<file path="config.mk">
export PLATFORM = sky130hd
export DESIGN_NAME = rx_ring_frame_enqueue
export DESIGN_NICKNAME = d
export VERILOG_FILES = /design/src/design/rxrfe_pkg.sv /design/src/design/rx_ring_frame_enqueue.sv
export SDC_FILE = /design/constraint.sdc
export NUM_CORES = 1
export LEC_CHECK = 0
export BUFFER_PORTS_ARGS = -buffer_cell sky130_fd_sc_hd__buf_2
export CAP_MARGIN = 20
export CORE_ASPECT_RATIO = 1.75
export CORE_MARGIN = 2
export CORE_UTILIZATION = 40
export CTS_BUF_LIST = sky130_fd_sc_hd__clkbuf_8
export DETAILED_ROUTE_END_ITERATION = 7
export PLACE_DENSITY = 0.69
export SLEW_MARGIN = 40
export SYNTH_ARGS = -nofsm -noshare
export SYNTH_HDL_FRONTEND = slang
export SYNTH_SLANG_ARGS = --single-unit
</file>
<file path="constraint.sdc">
create_clock -name i_clk -period 6.72 [get_ports i_clk]
set_input_delay 1.344 -clock i_clk [delete_from_list [all_inputs] [get_ports i_clk]]
set_output_delay 1.344 -clock i_clk [all_outputs]
set_load 0.05 [all_outputs]
</file>
<file path="src/design/rxrfe_pkg.sv">
// Shared constants and types for the receive ring head-pointer manager.
package rxrfe_pkg;

    localparam int RING_BASE  = 18432;
    localparam int RING_BYTES = 6144;
    localparam int MAX_FRAME  = 1514;
    localparam int THRESH_RST = 1528;

    localparam int PTR_W    = 16;
    localparam int LEN_W    = 11;
    localparam int THRESH_W = 13;
    localparam int CNT_W    = 32;
    localparam int SPAN_W   = PTR_W + 1;   // room for ring end and head + size
    localparam int NEED_W   = LEN_W + 1;

    localparam logic [PTR_W-1:0]    BASE_PTR  = PTR_W'(RING_BASE);
    localparam logic [SPAN_W-1:0]   BASE_SPAN = SPAN_W'(RING_BASE);
    localparam logic [SPAN_W-1:0]   END_SPAN  = SPAN_W'(RING_BASE + RING_BYTES);
    localparam logic [SPAN_W-1:0]   END_M2    = SPAN_W'(RING_BASE + RING_BYTES - 2);
    localparam logic [SPAN_W-1:0]   BYTES_SPAN = SPAN_W'(RING_BYTES);
    localparam logic [LEN_W-1:0]    MAX_LEN   = LEN_W'(MAX_FRAME);
    localparam logic [THRESH_W-1:0] THRESH_INIT = THRESH_W'(THRESH_RST);

    typedef enum logic [0:0] {
        FUNC_STATUS  = 1'b0,
        FUNC_ENQUEUE = 1'b1
    } t_func;

    // reset-sequence tracker: zero means not yet sampled, else bit + 1
    localparam logic [1:0] SEQ_UNSEEN = 2'd0;

endpackage

</file>
<file path="src/design/rx_ring_frame_enqueue.sv">
// Receive ring head-pointer manager: frame placement and status tracking.
// Request path: input register, one pass of compare-and-update logic, then result
// register.
// Throughput: one request per cycle; input stalls only while a stalled result
// and a full input register are both held.
// Synchronous active-low reset: head at ring base, counters and flags clear,
// wrap threshold back to its default of 1528 bytes.
module rx_ring_frame_enqueue (
    input  logic                              i_clk,
    input  logic                              i_rst_n,
    input  logic                              i_in_valid,
    output logic                              o_in_stall,
    input  logic                              i_func,
    input  logic [rxrfe_pkg::PTR_W-1:0]       i_tail_ptr,
    input  logic                              i_rx_enable,
    input  logic                              i_reset_seq,
    input  logic [rxrfe_pkg::LEN_W-1:0]       i_frame_len,
    output logic                              o_out_valid,
    input  logic                              i_out_stall,
    output logic                              o_accepted,
    output logic [rxrfe_pkg::PTR_W-1:0]       o_write_addr,
    output logic [31:0]                       o_header_word,
    output logic [rxrfe_pkg::PTR_W-1:0]       o_head_pos,
    output logic [rxrfe_pkg::CNT_W-1:0]       o_frame_count,
    output logic                              o_ring_restarted,
    input  logic                              i_cfg_valid,
    output logic                              o_cfg_ready,
    input  logic [rxrfe_pkg::THRESH_W-1:0]    i_cfg_data
);
    import rxrfe_pkg::*;

    // input register
    logic                r_in_vld;
    logic                r_in_func;
    logic [PTR_W-1:0]    r_in_tail;
    logic                r_in_en;
    logic                r_in_rseq;
    logic [LEN_W-1:0]    r_in_len;

    // ring state
    logic [PTR_W-1:0]    r_head, n_head;
    logic [CNT_W-1:0]    r_count, n_count;
    logic                r_tmoved, n_tmoved;
    logic                r_prev_en, n_prev_en;
    logic                r_drop, n_drop;
    logic [1:0]          r_seen, n_seen;
    logic [THRESH_W-1:0] r_thresh;

    // result register
    logic                r_out_vld;
    logic                r_acc, n_acc;
    logic [PTR_W-1:0]    r_waddr, n_waddr;
    logic [31:0]         r_hdr, n_hdr;
    logic                r_restart, n_restart;

    logic                advance;
    logic                fire;
    logic                is_status;

    // datapath intermediates
    logic [NEED_W-1:0]   need_sum;
    logic [NEED_W-1:0]   need;
    logic [SPAN_W-1:0]   start_s;
    logic [SPAN_W-1:0]   tail_s;
    logic [SPAN_W-1:0]   next_s;
    logic [SPAN_W-1:0]   diff_s;
    logic [SPAN_W-1:0]   free_s;
    logic [PTR_W-1:0]    link_ptr;
    logic                interior;
    logic                len_ok;
    logic                lap_block;
    logic                past_end;
    logic                no_space;
    logic                ok;
    logic [1:0]          seq_p1;
    logic                restart;
    logic [PTR_W-1:0]    h0;
    logic [CNT_W-1:0]    c0;
    logic                tm0, pe0, sd0, tm1, sd1;

    assign advance    = !r_out_vld || !i_out_stall;
    assign fire       = r_in_vld && advance;
    assign o_in_stall = r_in_vld && !advance;
    assign o_cfg_ready = 1'b1;
    assign is_status  = (r_in_func == FUNC_STATUS);

    // padded size: 8 + len rounded up to a multiple of 8
    assign need_sum = {1'b0, r_in_len} + NEED_W'(15);
    assign need     = {need_sum[NEED_W-1:3], 3'b000};

    assign start_s  = {1'b0, r_head};
    assign tail_s   = {1'b0, r_in_tail};
    assign next_s   = start_s + {{(SPAN_W-NEED_W){1'b0}}, need};
    assign diff_s   = start_s - tail_s;
    assign interior = (tail_s > BASE_SPAN) && (tail_s < END_M2);

    always_comb begin
        if (tail_s >= start_s) begin
            free_s = tail_s - start_s;
        end else if (diff_s > BYTES_SPAN) begin
            free_s = '0;
        end else begin
            free_s = BYTES_SPAN - diff_s;
        end
    end

    assign len_ok    = (r_in_len <= MAX_LEN);
    assign lap_block = (r_head == BASE_PTR) && (r_count != '0) && !(r_tmoved || interior);
    assign past_end  = (next_s > END_SPAN);
    assign no_space  = (free_s < {{(SPAN_W-NEED_W){1'b0}}, need});
    assign ok        = len_ok && !lap_block && !past_end && !no_space;
    assign link_ptr  = ((END_SPAN - next_s) < {{(SPAN_W-THRESH_W){1'b0}}, r_thresh})
                       ? BASE_PTR : next_s[PTR_W-1:0];

    // status path: restart first, then tail and enable tracking
    assign seq_p1  = {1'b0, r_in_rseq} + 2'd1;
    assign restart = (r_seen != SEQ_UNSEEN) && (seq_p1 != r_seen);
    assign h0  = restart ? BASE_PTR : r_head;
    assign c0  = restart ? '0 : r_count;
    assign tm0 = restart ? 1'b0 : r_tmoved;
    assign pe0 = restart ? 1'b0 : r_prev_en;
    assign sd0 = restart ? 1'b0 : r_drop;
    assign tm1 = tm0 || interior;
    assign sd1 = sd0 || (pe0 && !r_in_en && (c0 != '0));

    always_comb begin
        n_head    = r_head;
        n_count   = r_count;
        n_tmoved  = r_tmoved;
        n_prev_en = r_prev_en;
        n_drop    = r_drop;
        n_seen    = r_seen;
        n_acc     = 1'b0;
        n_waddr   = '0;
        n_hdr     = '0;
        n_restart = 1'b0;
        if (is_status) begin
            n_seen    = seq_p1;
            n_head    = h0;
            n_count   = c0;
            n_drop    = sd1;
            n_tmoved  = tm1 || (sd1 && r_in_en);
            n_prev_en = r_in_en;
            n_restart = restart;
        end else if (len_ok) begin
            n_tmoved = r_tmoved || interior;
            if (ok) begin
                n_acc   = 1'b1;
                n_waddr = r_head;
                n_hdr   = {{(16-LEN_W){1'b0}}, r_in_len, link_ptr};
                n_head  = link_ptr;
                n_count = r_count + CNT_W'(1);
            end
        end
    end

    always_ff @(posedge i_clk) begin
        if (!i_rst_n) begin
            r_in_vld  <= 1'b0;
            r_out_vld <= 1'b0;
            r_head    <= BASE_PTR;
            r_count   <= '0;
            r_tmoved  <= 1'b0;
            r_prev_en <= 1'b0;
            r_drop    <= 1'b0;
            r_seen    <= SEQ_UNSEEN;
            r_thresh  <= THRESH_INIT;
        end else begin
            if (i_cfg_valid && o_cfg_ready) begin
                r_thresh <= i_cfg_data;
            end
            if (!o_in_stall) begin
                r_in_vld <= i_in_valid;
            end
            if (advance) begin
                r_out_vld <= r_in_vld;
            end
            if (fire) begin
                r_head    <= n_head;
                r_count   <= n_count;
                r_tmoved  <= n_tmoved;
                r_prev_en <= n_prev_en;
                r_drop    <= n_drop;
                r_seen    <= n_seen;
            end
        end
    end

    // payload registers, no reset
    always_ff @(posedge i_clk) begin
        if (i_in_valid && !o_in_stall) begin
            r_in_func <= i_func;
            r_in_tail <= i_tail_ptr;
            r_in_en   <= i_rx_enable;
            r_in_rseq <= i_reset_seq;
            r_in_len  <= i_frame_len;
        end
        if (fire) begin
            r_acc     <= n_acc;
            r_waddr   <= n_waddr;
            r_hdr     <= n_hdr;
            r_restart <= n_restart;
        end
    end

    assign o_out_valid      = r_out_vld;
    assign o_accepted       = r_acc;
    assign o_write_addr     = r_waddr;
    assign o_header_word    = r_hdr;
    // ring state moves only together with the result register
    assign o_head_pos       = r_head;
    assign o_frame_count    = r_count;
    assign o_ring_restarted = r_restart;

endmodule
</file>
# Yosys cells after proc, flatten, opt, wreduce, memory -nomap -nowiden
# Cells that the tools add are included.
# word_totals
register_bits	148
elab_cells	94
inputBits	48
out_inout_bits	101
# op_classes
order_cmp	8
n_reduce_logical	37
mux	17
eq_ne	4
bitwise	1
addsub	8
# ops
operator	n
32-bit two-way mux	4
16-bit two-way mux	5
32-bit nonzero test	2
17-bit two-way mux	2
16-bit by 16-bit subtractor with 17-bit output	2
32-bit by 1-bit adder with 32-bit output, second input constant	1
16-bit by 12-bit adder with 17-bit output	1
17-bit by 13-bit greater-than comparator with 1-bit output, second input constant	1
17-bit by 15-bit greater-than comparator with 1-bit output, second input constant	1
17-bit by 12-bit less-than comparator with 1-bit output	1
17-bit by 13-bit less-than comparator with 1-bit output	1
13-bit by 17-bit subtractor with 17-bit output, first input constant	1
15-bit by 17-bit subtractor with 17-bit output, first input constant	1
16-bit by 15-bit equality test with 1-bit output, second input constant	1
16-bit greater-or-equal comparator	1
16-bit by 15-bit greater-than comparator with 1-bit output, second input constant	1
16-bit by 15-bit less-than comparator with 1-bit output, second input constant	1
1-bit logical AND	13
11-bit by 4-bit adder with 12-bit output, second input constant	1
11-bit less-or-equal comparator, second input constant	1
1-bit logical NOT	9
1-bit two-way mux	6
2-bit AND reduction	3
3-bit AND reduction	2
7 further kinds	13

# Depth between registers and ports, before layout
# Gate-level depths: netlist of run 1.
# logic_depth
ltp_word	12
mapped_depth	30
depth_no_buf	26

# Worst setup path before layout of run 1
# No wires, ideal clock.
# synth_path
kind	register to register
startpoint	register r_head[0] (netlist: o_head_pos[0])
endpoint	register r_count[24] (netlist: o_frame_count[24])
n_path_buf	3
setup_ns	0.132
path_stages_with_launch	27
setup_slack_ns	0.506
required_time_ns	6.588
t_arrival_ns	6.082
path_cell_list	dfxtp_1 -> inv_1 -> ha_1 -> fa_1 -> nand2b_1 -> a21oi_1 -> xnor2_1 -> o2111ai_2 -> or4b_4 -> o21a_1 -> a21o_1 -> clkbuf_1 -> o22ai_1 -> ha_1 -> a21o_1 -> a21oi_1 -> or4b_1 -> a21oi_1 -> mux2_2 -> a32oi_1 -> o21ai_1 -> o31ai_4 -> o21ai_2 -> buf_2 -> buf_2 -> mux2i_1 -> a21oi_1
# synth_via
elab_chain_cells	9
elab_cells_between_ends	21
classes_between	add/sub: 4; order compare: 4; eq/ne: 2; mux: 2; reduce/logical: 9
# synth_lines
item	line_no	rtl
from (decl)	rx_ring_frame_enqueue.sv:41	logic [PTR_W-1:0] r_head, n_head;
from (signal assigned)	rx_ring_frame_enqueue.sv:179	r_head <= n_head;
16-bit by 16-bit subtractor with 17-bit output / 16-bit by 15-bit equality test with 1-bit output (equally long branches)	rx_ring_frame_enqueue.sv:94, rx_ring_frame_enqueue.sv:108	
13-bit by 17-bit subtractor with 17-bit output, or another cell as far along	rx_ring_frame_enqueue.sv:103	free_s = BYTES_SPAN - diff_s;
17-bit two-way mux / 1-bit logical AND (equally long branches)	rx_ring_frame_enqueue.sv:100, rx_ring_frame_enqueue.sv:108	
17-bit two-way mux / 1-bit logical NOT (equally long branches)	rx_ring_frame_enqueue.sv:98, rx_ring_frame_enqueue.sv:111	
17-bit by 12-bit less-than comparator with 1-bit output / 1-bit logical AND (equally long branches)	rx_ring_frame_enqueue.sv:110, rx_ring_frame_enqueue.sv:111	
1-bit logical NOT / 1-bit logical AND (equally long branches)	rx_ring_frame_enqueue.sv:111	assign ok = len_ok && !lap_block && !past_end && !no_space;
1-bit logical AND (*)	rx_ring_frame_enqueue.sv:111	
2-bit by 1-bit inequality test with 1-bit output (no line) (*)	n/a	
3-bit AND reduction (no line) (*)	n/a	
to (signal assigned)	rx_ring_frame_enqueue.sv:180	r_count <= n_count;
to (decl)	rx_ring_frame_enqueue.sv:42	logic [CNT_W-1:0] r_count, n_count;
# Every way passes the cells marked *; elsewhere a longest branch is shown, timed or not.
# A chain may end at the register's enable or synchronous reset.

# Worst setup path in the final report of run 1
# layout_path
startpoint	register r_in_tail[10]
endpoint	register r_head[4] (netlist: o_head_pos[4])
# layout_via
elab_chain_cells	11
elab_cells_between_ends	21
classes_between	add/sub: 3; order compare: 5; eq/ne: 1; mux: 2; reduce/logical: 10
# layout_lines
item	line_no	rtl
from (decl)	rx_ring_frame_enqueue.sv:35	logic [PTR_W-1:0] r_in_tail;
from (signal assigned)	rx_ring_frame_enqueue.sv:193	r_in_tail <= i_tail_ptr;
branches (longest 8 deep; another with 16-bit by 16-bit subtractor with 17-bit output)	n/a	
1-bit logical AND (*)	rx_ring_frame_enqueue.sv:111	
2-bit by 1-bit inequality test with 1-bit output (no line) (*)	n/a	
4-bit AND reduction (no line) (*)	n/a	
# Every way passes the cells marked *.

==> impl_metrics.ini, run 1 <==
[sta]
worst_slack_ns = 0.325
slew_headroom_pct = 43.2
report.final.slew_viol_count = 0
final.setup_skew_ns = 0.0200
finalHoldViolCount = 0
period_needed_ns = 6.39
worst_pin_slew_ns = 0.850
max_clock_freq_ghz = 0.156
fin_tns_setup_ns = 0
setup_violations = 0
min_period_over_period_pct = 95.2
rsz0062_at_grt = no

[drt]
drtIter0Drc = 535
viasPerCell = 5.72
routedWlPerCell_um = 19.9
drc = 0
drt_wl_total_mm = 30.1
vias = 8654
firstDrtPassIters = 6
drtAntennaViolNets = 0

[layout]
fin_nets = 1312
seqCellArea_sq_um = 3610
drive_gt1_share_pct = 21.3
area_delta_synth_final_pct = 17.0
n_fill_cell = 2310
antenna_cells = 0
multi_input_area_sq_um = 5290

[synth]
synth_area_leaders = edfxtp_1 24%, dfxtp_1 15%, ha_1 8.8%, nand2_1 3.5%, and3_1 3.4%
seq_area_frac_synth_pct = 38.6
yosysWarnings = 0
synth.most_common_cell = nand2_1
synth_common_cells = 88 x nand2_1, 79 x nor2_1, 75 x edfxtp_1, 69 x inv_1, 68 x dfxtp_1
yosys.cell_types.count = 84
netlist_area_sq_um = 9370
avgSynthCellArea_sq_um = 9.04
syn_inst = 1037
async_flop_share_pct = 0
synth.largest_area_cell = edfxtp_1
synth_edf_count = 75
synth_ff_type = edfxtp_1
synth_top_area_share_pct = 24.0
ys_ff_latch = 143

[placed_design]
dp_slack_ns = 0.240
io_buffers = 142
dp_hpwl_mm = 23.2
gp_routability_congestion = 0.928

[grt]
grt_pass1_wl_mm = 45.6
grt_pass1_vias = 8453
grt_use_total_pct = 24.2
grt_max_degree = 46
grt_antenna_before_repair = 0
globalRoute.totalOverflow = 0

[critical_path]
end_kind = register
critPathKind = register to register
rr_worst_depth = 23
cp.required_ns = 7.06
crit_start = r_in_tail[10]
start_kind = register
reg2reg_from = r_in_tail[10]
timing.rr.end = o_head_pos[4]
crit_fanout = 9
cp_data_arrival_time_ns = 6.73
reg2reg_setup_slack_ns = 0.33

[cts]
clkSlewWorstSetupHoldPaths_ns = 0.09
clockBufferDepth = 2
cts_root_buffer = clkbuf_8
cts_hold_buf = 0
cts_tree = done
cts_buffers = 17
insertion_delay_ns = 0.49
cts_sinks = 143
htree_num_levels = 4

[floorplanning]
die_area_sq_um = 24700
fp.dieW_um = 120
io_pins = 149
core_area_sq_um = 23100
initial_core_util_pct = 40.5
rows = 74
die_y_um = 206

[power_and_ir_drop]
p_leak_nw = 4.71
max-vdd-ir-drop_v = 0.000124
cellPowerDensity_nw_per_um2 = 188

[run]
maxCapViolCount = 0

[hold_path]
min_to = r_drop
hp-class = register to register
hold_path.startpoint = r_drop
min_path_cells = 2

[outcome]
status = finished clean
## routing by layer
| metal | up-vias | track usage (%) | share of wire [%] |
|---|---|---|---|
| met3 | 132 | 4.14 | 4.8 |
| met5 | - | 0 | 0 |
| met4 | 0 | 19.2 | 8.5 |
| li1 | 4125 | - | - |
| met2 | 337 | 44.3 | 52 |
| met1 | 4060 | 23.9 | 34 |
## layout by cell type (no fill, tap or decap), types with 13 or more instances in the layout
master,count
buf_2,142
nand2_1,87
nor2_1,79
edfxtp_1,75
inv_1,68
dfxtp_1,68
ha_1,66
a21oi_1,59
and3_1,51
buf_4,45
o21ai_0,34
o211ai_1,33
xnor2_1,27
nor3_1,25
nand3_1,21
a21o_1,18
nand4_1,17
clkbuf_8,17
xor2_1,15
mux2i_1,15
nor4_1,14
o21ai_1,13
a31oi_1,13
## power breakdown
part	internal [mW]	switching, mW	leakage (nW)
clock network	0.258	0.370	0.173
logic	0.152	0.303	3.25
registers	0.955	0.0263	1.28
## layout make-up
cell class	count	area share (%)
repair buffers	189	9.77
multi-input cells	775	48.2
well taps	304	3.47
inverters	70	2.40
clock inverters	15	1.04
flip-flops and latches	143	32.9
clock buffers	17	2.13
## cells by family after synthesis
family,synth area share (%)
and+or+nand+nor,20.3
AOI/OAI and AO/OA,20.3
DFF,38.6
buffers and inverters,5.45
adders and majority gates,9.24
xor gates and xnor gates,4.10
muxes,1.96
other,0.0801
## critical path: stages (launching register included)
cell,delay [ns]
edfxtp_1,0.53
ha_1,0.47
nand3_1,0.18
or3_1,0.48
a21oi_1,0.34
o21ai_1,0.17
a21oi_1,0.22
nor4b_1,0.09
buf_4,0.15
nand2_1,0.07
a21o_1,0.24
inv_1,0.13
a221oi_1,0.28
a21oi_1,0.07
ha_1,0.29
nand2_1,0.06
o21ai_0,0.23
o2111ai_1,0.18
or3b_2,0.51
o21a_1,0.23
o31ai_4,0.42
o21ai_4,0.15
or2_4,0.31
o41ai_1,0.46
## timing repair
| action | 4_1_cts | 5_1_grt |
|---|---|---|
| setup buffers | 0 | 4 |
| setup endpoints to repair | 0 | 58 |
| resized for setup | 0 | 7 |
## per-stage QoR
step                area, sq um  hold WS (ns)  cells  power, mW  util [%]
global route              11000         0.519   1513       2.15      47.4
floorplan                  9390         0.440   1042       1.31         -
finish                    11000         0.492   1513       2.06      47.4
global placement          10600         0.452   1477       1.44      45.6
CTS                       10900         0.490   1509       2.07      47.1
detailed placement        10600         0.467   1477       1.45      45.6
## flip-flops by register name (all words and copies together) (netlist names), 2 cells and up
signal,cells
r_thresh,13
o_frame_count,32
o_write_addr,16
r_in_tail,16
r_seen,2
o_head_pos,16
o_header_word,27
r_in_len,11
## worst max path at each step
| stage | endpoint | cells past startpoint |
|---|---|---|
| floorplan | o_frame_count[24] | 26 |
| global placement | o_head_pos[4] | 23 |
| detailed placement | o_head_pos[4] | 23 |
| CTS | o_head_pos[4] | 23 |
| global route | o_frame_count[21] | 26 |
| finish | o_head_pos[4] | 23 |
Note: power is estimated with default switching activity, not from simulation.
==> run 2, diff against run 1 <==
--- a/config.mk
+++ b/config.mk
@@ -12,6 +12,7 @@
 export CORE_UTILIZATION = 40
 export CTS_BUF_LIST = sky130_fd_sc_hd__clkbuf_8
 export DETAILED_ROUTE_END_ITERATION = 7
+export GPL_TIMING_DRIVEN = 0
 export PLACE_DENSITY = 0.69
 export SLEW_MARGIN = 40
 export SYNTH_ARGS = -nofsm -noshare
==> constraint.sdc (replaced) <==
create_clock -name i_clk -period 6.72 [get_ports i_clk]
set_input_delay 1.344 -clock i_clk [delete_from_list [all_inputs] [get_ports i_clk]]
set_output_delay 1.344 -clock i_clk [all_outputs]
set_load 0.02 [all_outputs]
==> impl_metrics.ini, run 2 (synthesis results as in run 1) <==
[run]
maxCapViolCount = 0

[critical_path]
timing.rr.end = o_head_pos[11]
crit_fanout = 10
cp_data_arrival_time_ns = 6.73
max_stage_delay_ns = 0.60
reg2reg_setup_slack_ns = 0.35
cp_num_buf_inv = 3
rr_worst_depth = 25
cp.required_ns = 7.08
reg2reg_from = o_head_pos[0]
critPathSlowestCell = or4b_4
end_kind = register
start_kind = register
critPathKind = register to register
path_delay_family = compound AO/OA/AOI/OAI gates

[cts]
insertion_delay_ns = 0.48
htree_num_levels = 4
cts_root_buffer = clkbuf_8
cts_tree = done
cts_sinks = 143
clockBufferDepth = 2
cts_buffers = 17
clkSlewWorstSetupHoldPaths_ns = 0.08

[layout]
area_delta_synth_final_pct = 18.3
fin_nets = 1326
final_cells = 1527
largest_reg_flops = 32
final_common_cell = buf_2
drive_gt1_share_pct = 21.7
antenna_cells = 0
final_cell_mix = 146 x buf_2, 88 x nand2_1, 78 x nor2_1, 75 x edfxtp_1, 71 x inv_1

[sta]
worst_pin_slew_ns = 0.756
slew_headroom_pct = 49.4
final.setup_skew_ns = 0.0152
report.final.slew_viol_count = 0
worst_slack_ns = 0.353
period_needed_ns = 6.37
max_clock_freq_ghz = 0.157
finalHoldViolCount = 0
min_period_over_period_pct = 94.8
setup_violations = 0

[grt]
grt_max_degree = 26
grt_antenna_before_repair = 0
grt_pass1_wl_mm = 45.6
grt_pass1_vias = 8495
grt_use_total_pct = 24.1
globalRoute.totalOverflow = 0

[floorplanning]
fp.dieW_um = 120
die_y_um = 206
initial_core_util_pct = 40.5
io_pins = 149
rows = 74
die_area_sq_um = 24700
core_area_sq_um = 23100

[drt]
drtIter0Drc = 599
drt_wl_total_mm = 30.0
vias = 8806
viasPerCell = 5.77
routedWlPerCell_um = 19.7
drc = 0
firstDrtPassIters = 6
drtAntennaViolNets = 0

[placed_design]
gp_routability_congestion = 0.956
dp_slack_ns = -0.606
placedCellCount = 1488
dp_hpwl_mm = 23.4
io_buffers = 140

[hold_path]
hp-class = register to register
min_path_cells = 2
min_to = r_thresh[11]
hold_path.startpoint = r_thresh[11]

[power_and_ir_drop]
cellPowerDensity_nw_per_um2 = 183
p_leak_nw = 4.74
max-vdd-ir-drop_v = 0.000137

[outcome]
status = finished clean
-- run 2: cell count changes in the layout (fill, tap and decap cells not counted), sizes merged --
cell	before	now
bufinv	0	1
clkbuf	17	53
inv	72	75
clkinv	11	5
buf	189	169
-- run 2: power by group --
part / switching, mW / internal [mW]
registers: 0.0266 / 0.954
clock network: 0.327 / 0.301
logic: 0.267 / 0.151
-- run 2: per-stage QoR --
stage / hold WS (ns) / utilization [%] / setup TNS (ns) / cell area [sq um] / total power, mW
finish: 0.498 / 47.9 / 0 / 11100 / 2.03
global route: 0.521 / 47.9 / -0.0158 / 11100 / 2.11
CTS: 0.494 / 47.2 / 0 / 10900 / 2.03
detailed placement: 0.468 / 45.5 / -34.64 / 10500 / 1.40
global placement: 0.457 / 45.2 / -28.24 / 10500 / 1.39
floorplan: 0.440 / - / 0 / 9390 / 1.27
-- run 2: worst min-delay path: cells and delay by family, from the launching register on --
| kind | cells | cell delay, ns |
|---|---|---|
| muxes | 1 | 0.06 |
| DFF | 1 | 0.33 |
| and+or+nand+nor | 1 | 0.07 |
-- run 2: final cells by class --
cell class | count | area [sq um]
Tap cell | 304 | 380
Timing Repair Buffer | 151 | 816
Inverter | 70 | 273
Multi-Input combinational cell | 775 | 5360
Clock inverter | 13 | 85.1
Clock buffer | 19 | 262
Sequential cell | 143 | 3640
Buffer | 52 | 268
Fill cell | 2307 | 12100
-- run 2: worst max-delay path by stage --
| stage | startpoint | to | cells after the start |
|---|---|---|---|
| finish | o_head_pos[0] | o_head_pos[11] | 25 |
| global route | o_head_pos[0] | o_frame_count[24] | 28 |
| CTS | o_head_pos[1] | o_frame_count[4] | 27 |
| detailed placement | o_head_pos[6] | o_write_addr[13] | 25 |
| global placement | o_head_pos[6] | o_write_addr[13] | 25 |
| floorplan | o_head_pos[0] | o_frame_count[24] | 26 |
-- run 2: per-layer routing --
layer | up-vias | GRT usage (%) | routed length (um)
met4 | 0 | 15.9 | 1900
met2 | 323 | 44.9 | 16100
li1 | 4166 | - | -
met1 | 4200 | 24.4 | 10600
met5 | - | 0 | 0
met3 | 117 | 4.19 | 1360
-- run 2: repair_timing --
item | 4_1_cts | 5_1_grt
endpoints found under the setup margin | 90 | 89
cloned | 0 | 0
setup buffers | 1 | 8
pin swaps | 0 | 6
gates resized for setup | 16 | 35
hold buffers | 0 | 0
